<file path="config.mk">
export PLATFORM = sky130hd
export DESIGN_NAME = load_value_classification_table
export DESIGN_NICKNAME = d
export VERILOG_FILES = /design/src/lvct_pkg.sv /design/src/lvct_ram.sv /design/src/load_value_classification_table.sv
export SDC_FILE = /design/constraint.sdc
export NUM_CORES = 2
export LEC_CHECK = 0
export ABC_AREA = 1
export BUFFER_PORTS_ARGS = -buffer_cell sky130_fd_sc_hd__clkbuf_2
export CAP_MARGIN = 20
export CORE_MARGIN = 5
export CORE_UTILIZATION = 45
export DETAILED_ROUTE_END_ITERATION = 10
export GPL_TIMING_DRIVEN = 1
export SYNTH_ARGS = -nofsm -noshare
export SYNTH_HDL_FRONTEND = slang
export SYNTH_HIERARCHICAL = 1
export SYNTH_SLANG_ARGS = --single-unit
export TNS_END_PERCENT = 5
</file>
<file path="constraint.sdc">
create_clock -name clk -period 65.9 [get_ports clk]
set_input_delay 13.18 -clock clk [delete_from_list [all_inputs] [get_ports clk]]
set_output_delay 13.18 -clock clk [all_outputs]
set_load 0.02 [all_outputs]
</file>
<file path="src/lvct_pkg.sv">
`timescale 1ns / 1ps

package lvct_pkg;

  localparam int INDEX_BITS_DEF = 10;
  localparam int ADDR_W         = 64;
  localparam int IN_DATA_W      = 72;
  localparam int OUT_DATA_W     = 8;

  localparam logic MODE_LOOKUP = 1'b0;
  localparam logic MODE_UPDATE = 1'b1;

  localparam logic [1:0] SCHEME_ONE_BIT = 2'd1;
  localparam logic [1:0] SCHEME_TWO_BIT = 2'd2;
  localparam logic [1:0] SCHEME_RESET   = SCHEME_TWO_BIT;

  typedef enum logic [1:0] {
    CLS_NP1   = 2'd0,
    CLS_NP2   = 2'd1,
    CLS_PRED  = 2'd2,
    CLS_CONST = 2'd3
  } cls_t;

  typedef struct packed {
    logic valid;
    cls_t cls;
  } entry_t;

  localparam int ENTRY_W = $bits(entry_t);

  typedef enum logic [1:0] {
    ST_CLEAR,
    ST_IDLE,
    ST_RESP
  } state_t;

endpackage

</file>
<file path="src/lvct_ram.sv">
`timescale 1ns / 1ps

module lvct_ram #(
  parameter int WIDTH = 3,
  parameter int DEPTH = 1024
) (
  input  logic                     clk,
  input  logic                     we,
  input  logic [$clog2(DEPTH)-1:0] waddr,
  input  logic [WIDTH-1:0]         wdata,
  input  logic                     re,
  input  logic [$clog2(DEPTH)-1:0] raddr,
  output logic [WIDTH-1:0]         rdata
);

  logic [WIDTH-1:0] mem [DEPTH];

  always_ff @(posedge clk) begin
    if (we) begin
      mem[waddr] <= wdata;
    end
    if (re) begin
      rdata <= mem[raddr];
    end
  end

endmodule

</file>
<file path="src/load_value_classification_table.sv">
`timescale 1ns / 1ps

// Load classification table for load value prediction.
// Input stream: tuser carries the mode (lookup or update), tdata carries the
// load address and the prediction outcome. Each accepted transaction gives
// one result transaction on the output stream: predict and is_constant for a
// lookup, became_constant and left_constant for an update.
// The table sits in one synchronous RAM, one 3-bit entry (valid, class) per
// index; an update reads the entry, steps its class and writes it back.
// The entry read is registered in the RAM, and the result after it in the output
// register. A new transaction is not accepted until the last has left ST_RESP,
// as the RAM read and its write-back share the single table. After reset
// the block sweeps the RAM, one entry a cycle, through all 2**INDEX_BITS
// entries (1024 by default) with s_axis_tready low; cfg writes are taken then.
// The result waits in an output register; while the receiver stalls a new
// transaction is still accepted and read, and holds until the register frees.
// cfg_data selects the one-bit (1) or two-bit (2) scheme; reset value is 2.

module load_value_classification_table
  import lvct_pkg::*;
#(
  parameter int INDEX_BITS = INDEX_BITS_DEF
) (
  input  logic                  clk,
  input  logic                  rst,
  input  logic                  s_axis_tvalid,
  output logic                  s_axis_tready,
  // [63:0] address, [64] prediction_correct, [71:65] zero
  input  logic [IN_DATA_W-1:0]  s_axis_tdata,
  // [0] mode
  input  logic                  s_axis_tuser,
  output logic                  m_axis_tvalid,
  input  logic                  m_axis_tready,
  // [0] predict, [1] is_constant, [2] became_constant, [3] left_constant, [7:4] zero
  output logic [OUT_DATA_W-1:0] m_axis_tdata,
  input  logic                  cfg_valid,
  output logic                  cfg_ready,
  input  logic [1:0]            cfg_data
);

  localparam int DEPTH = 1 << INDEX_BITS;

  state_t                state;
  state_t                state_next;
  logic [1:0]            counter_bits;
  logic [INDEX_BITS-1:0] clear_addr;
  logic                  item_mode;
  logic                  item_correct;
  logic [INDEX_BITS-1:0] item_index;
  logic                  out_valid;
  logic [3:0]            out_flags;
  logic [3:0]            out_flags_next;
  logic                  out_load;

  logic                  mem_we;
  logic [INDEX_BITS-1:0] mem_waddr;
  logic [ENTRY_W-1:0]    mem_wdata;
  logic                  mem_re;
  logic [ENTRY_W-1:0]    mem_rdata;
  entry_t                rd_entry;
  entry_t                wr_entry;
  cls_t                  cls_next;
  logic                  became;
  logic                  left;

  lvct_ram #(
    .WIDTH(ENTRY_W),
    .DEPTH(DEPTH)
  ) u_table (
    .clk  (clk),
    .we   (mem_we),
    .waddr(mem_waddr),
    .wdata(mem_wdata),
    .re   (mem_re),
    .raddr(s_axis_tdata[INDEX_BITS+1:2]),
    .rdata(mem_rdata)
  );

  assign rd_entry      = entry_t'(mem_rdata);
  assign s_axis_tready = (state == ST_IDLE);
  assign cfg_ready     = 1'b1;
  assign m_axis_tvalid = out_valid;
  assign m_axis_tdata  = {{(OUT_DATA_W-4){1'b0}}, out_flags};

  always_comb begin
    cls_next = rd_entry.cls;
    became   = 1'b0;
    left     = 1'b0;
    case (counter_bits)
      SCHEME_ONE_BIT: begin
        if (item_correct) begin
          if (rd_entry.cls == CLS_NP1) begin
            cls_next = CLS_CONST;
            became   = 1'b1;
          end
        end else if (rd_entry.cls == CLS_CONST) begin
          cls_next = CLS_NP1;
          left     = 1'b1;
        end
      end
      SCHEME_TWO_BIT: begin
        if (item_correct) begin
          case (rd_entry.cls)
            CLS_NP1:  cls_next = CLS_NP2;
            CLS_NP2:  cls_next = CLS_PRED;
            CLS_PRED: begin
              cls_next = CLS_CONST;
              became   = 1'b1;
            end
            default:  cls_next = rd_entry.cls;
          endcase
        end else begin
          case (rd_entry.cls)
            CLS_NP2:   cls_next = CLS_NP1;
            CLS_PRED:  cls_next = CLS_NP2;
            CLS_CONST: begin
              cls_next = CLS_PRED;
              left     = 1'b1;
            end
            default:   cls_next = rd_entry.cls;
          endcase
        end
      end
      default: cls_next = CLS_NP1;
    endcase
  end

  always_comb begin
    wr_entry.valid = 1'b1;
    wr_entry.cls   = cls_next;
    if (item_mode == MODE_UPDATE) begin
      out_flags_next = {left, became, 2'b00};
    end else begin
      out_flags_next = {2'b00,
                        rd_entry.valid && (rd_entry.cls == CLS_CONST),
                        rd_entry.valid && ((rd_entry.cls == CLS_PRED) ||
                                           (rd_entry.cls == CLS_CONST))};
    end
  end

  always_comb begin
    state_next = state;
    mem_we     = 1'b0;
    mem_waddr  = item_index;
    mem_wdata  = wr_entry;
    mem_re     = 1'b0;
    out_load   = 1'b0;
    case (state)
      ST_CLEAR: begin
        mem_we    = 1'b1;
        mem_waddr = clear_addr;
        mem_wdata = '0;
        if (clear_addr == {INDEX_BITS{1'b1}}) begin
          state_next = ST_IDLE;
        end
      end
      ST_IDLE: begin
        if (s_axis_tvalid) begin
          mem_re     = 1'b1;
          state_next = ST_RESP;
        end
      end
      ST_RESP: begin
        if (!out_valid || m_axis_tready) begin
          out_load   = 1'b1;
          mem_we     = (item_mode == MODE_UPDATE);
          state_next = ST_IDLE;
        end
      end
      default: state_next = ST_IDLE;
    endcase
  end

  always_ff @(posedge clk) begin
    if (rst) begin
      state        <= ST_CLEAR;
      clear_addr   <= '0;
      counter_bits <= SCHEME_RESET;
      out_valid    <= 1'b0;
    end else begin
      state <= state_next;
      if (state == ST_CLEAR) begin
        clear_addr <= clear_addr + 1'b1;
      end
      if (cfg_valid) begin
        counter_bits <= cfg_data;
      end
      if (out_load) begin
        out_valid <= 1'b1;
      end else if (m_axis_tready) begin
        out_valid <= 1'b0;
      end
    end
  end

  always_ff @(posedge clk) begin
    if (state == ST_IDLE && s_axis_tvalid) begin
      item_mode    <= s_axis_tuser;
      item_correct <= s_axis_tdata[ADDR_W];
      item_index   <= s_axis_tdata[INDEX_BITS+1:2];
    end
    if (out_load) begin
      out_flags <= out_flags_next;
    end
  end

endmodule
</file>
==> results.md <==
- Outcome: finished, final reports clean
- Fin. max-slew vios: 0
- Syn avg cell area: roughly 11 um^2
- CTS Root Cell: clkbuf_16
- Initial Utilization: a little under half
- Die Y: around 550 um
- Clock buffer count from CTS: approximately 310
- Fin Clk Skew: approximately 54 ps
- Core region area: about 0.29 mm^2
- Cell count after synthesis: about 11,000
- Post-DP HPWL: around 190,000 um
- FP Rows: 197
- Global-route wire length before repair: 530,000 um
- R2r setup slk: 59,600 ps
- DR vias/cell: slightly below 6
- Startpoint types: input port
- Kind of critical path: input port to register
- Via count: roughly 87,000
- Clock Latency Late Sink: 910 ps
- Clock-pin slew on the worst setup and hold paths: roughly 60 ps
- Final min period: roughly 18,000 ps
- RSZ-0062 raised after global routing: no
- Overall global routing resource usage: a little under a quarter
- Fin. Hold Viols: 0
- CTS HTree Levels: 5
- Initial DRT Pass Iterations: 8
- # hold bufs at CTS: 0
- Final setup TNS: 0 ps
- VDD IR max: a little over 0.02 mV
- Final cell count without fillers: roughly 15,000
- Most frequent cell after synthesis: nand2_1
- Largest net degree at the start of global routing: 243
- Yosys reg bits: approximately 3,100
- Endpoint class of the critical path: register
- Final routed DRC violation total: 0
- Worst Path Arrival: 18,670 ps
- Synth area leaders: edfxtp_1 (71%), nand3_1 (12%), nand2_1 (9.2%)
- # setup viols final: 0
- Combinational Power Share: 4.9%
- Synth area leader: edfxtp_1
- Required @ worst endpoint: 66,630 ps
- Dpl ws: roughly 47,000 ps
- Slew HR: 12.6%
- CTS resizes: 0
- NumNets Final: between 10,000 and 15,000
- Share of flip-flops with an asynchronous set or reset: 0%
- GRT overflow: 0
- Smallest hold slack: 476 ps
- DIE WIDTH: around 550 um
- Max-cap violations: 0
- Antenna-violating nets left: 0
- Clock group share of total power: 42.6%
- Share of power burned in registers: between 50% and 60%
- Net Sw Frac: 21.6%
- Initial antenna violation count: 20
- Net Switching: 880 uW
- Iteration-0 DRC Markers: 10,900
- Worst-margin pin slew: approximately 1300 ps
- WL final: approximately 360,000 um
- Worst-path fanout max: roughly 240
- Netlist Area Pre-Place: around 0.13 mm^2
- P_int: between 3000 and 4000 uW
- Post-synth EDFFs: 3,091
- Area Growth Syn to Fin: 9.24%
- Port Buf Inserts: 24
- Power Density: about 29 mW/mm^2
- Leak: 0.0498 uW
- HP Class: register to register
- Synth top area share: 71.5%
- Vias in the first global route: between 80,000 and 90,000
- Final Wtd Congestion: approximately 0.8
- Clk sink count: just over 3,000
- Fraction of layout cells with a size suffix above 1: between 5 and 6%
- CTS tree: done
- CTS Buffer Depth: 4
- Warnings, synthesis: 6
- WL/cell: about 24 um
- Max Fclk: 55.7 MHz
- Final worst-path cycle share: 27.2%
- Sequential-to-total area share from yosys stat: roughly 70%
- Synth cell types: 30
- Setup slack after layout: ~48,000 ps
- Placed Cells: roughly 15,000
- Top FF cell, synth: edfxtp_1
- # Post-CTS Setup Buffers: 0
- Die ar.: between 0.2 and 0.3 mm^2
- IO Pins: between 90 and 100
- Post-synth top cells: nand2_1 (3,191), edfxtp_1 (3,091), nand3_1 (3,070), nor2_1 (1,057), buf_2 (392)
cells by family (layout without fill, tap and decap cells):
group	after synthesis	after routing	share of synthesized area, %
other	2	13	0.00579
buffers and inverters	955	809	3.77
AND/OR/NAND/NOR	7367	7367	24.3
adder cells (fa/ha/maj)	3	3	0.0289
AO/OA/AOI/OAI	29	29	0.117
flip-flops	3106	3106	71.7
flip-flops by register name, summed over array words and instances (netlist names):
| signal | flops |
|---|---|
| clear_addr | 10 |
| item_index | 10 |
| u_table/mem | 3072 |
| item_correct | 1 |
| m_axis_tvalid | 1 |
| counter_bits | 2 |
| state | 2 |
| item_mode | 1 |
| u_table/rdata | 3 |
| out_flags | 4 |
worst max-delay path, stage by stage:
cell	delay, ps
buf_8	190
inv_16	650
buf_4	880
buf_4	900
buf_4	830
nand2_1	120
nand3_1	120
nand3_1	120
nand3_1	130
nand3_1	140
nand3_1	290
nand3_1	140
nand3_1	270
nand3_1	150
nand2_1	80
nand2_1	60
nand2_1	70
metal layers:
layer | vias up | global-route usage [%] | wire length, um
li1 | 39500 | - | -
met1 | 43200 | 32.5 | 148000
met2 | 4041 | 38.1 | 168000
met3 | 612 | 3.73 | 34100
met4 | 2 | 7.81 | 12100
met5 | - | 0 | 12
path summary, 6_finish.rpt:
path | start | endpoint | depth (start not counted)
worst max-delay path | s_axis_tdata[2] | u_table/rdata[2]$_DFFE_PP_ | 17
worst min-delay path | clear_addr[6]$_SDFFE_PP0P_ | clear_addr[6]$_SDFFE_PP0P_ | 2
worst max register to register | state[0]$_SDFFE_PP0P_ | u_table/mem[351][1]$_DFFE_PP_ | 9
worst min register to register | clear_addr[6]$_SDFFE_PP0P_ | clear_addr[6]$_SDFFE_PP0P_ | 2
cell type report:
| class | instances | area (um^2) |
|---|---|---|
| fillers | 25100 | 146000 |
| flip-flops and latches | 3106 | 93100 |
| multi-input cells | 7404 | 32100 |
| clock buffers | 386 | 8300 |
| well taps | 3781 | 4730 |
| repair buffers | 189 | 1680 |
| clock inverters | 160 | 1570 |
| inverters | 74 | 329 |
| diodes | 8 | 20.0 |
power groups by stage:
stage          clock, uW  sequential [uW]  combinational (uW)
3_3_place_gp           0             2180                 192
5_1_grt             1850             2140                 213
4_1_cts             1770             2140                 196
6_report            1740             2140                 198
2_1_floorplan          0             2180                 132
3_5_place_dp           0             2180                 195
cells in the final DEF, fill, tap and decap left out, types with 9 or more instances in the layout:
| cell type | instances |
|---|---|
| nand2_1 | 3168 |
| edfxtp_1 | 3091 |
| nand3_1 | 3067 |
| nor2_1 | 1055 |
| clkbuf_16 | 322 |
| buf_4 | 145 |
| inv_1 | 65 |
| clkbuf_1 | 64 |
| clkinv_1 | 63 |
| clkinv_2 | 48 |
| bufinv_16 | 30 |
| nor3_1 | 26 |
| nand2_4 | 23 |
| buf_12 | 20 |
| clkbuf_2 | 18 |
| dfxtp_1 | 15 |
| o21ai_0 | 14 |
| a21oi_1 | 11 |
| inv_6 | 9 |
stage by stage:
step	cell area, um^2	utilization (%)	total power [uW]
2_1_floorplan	130000	-	2320
3_3_place_gp	132000	45.9	2380
3_5_place_dp	132000	45.9	2380
4_1_cts	142000	49.3	4100
5_1_grt	142000	49.3	4200
6_report	142000	49.3	4080
(Power assumes the default switching activity.)
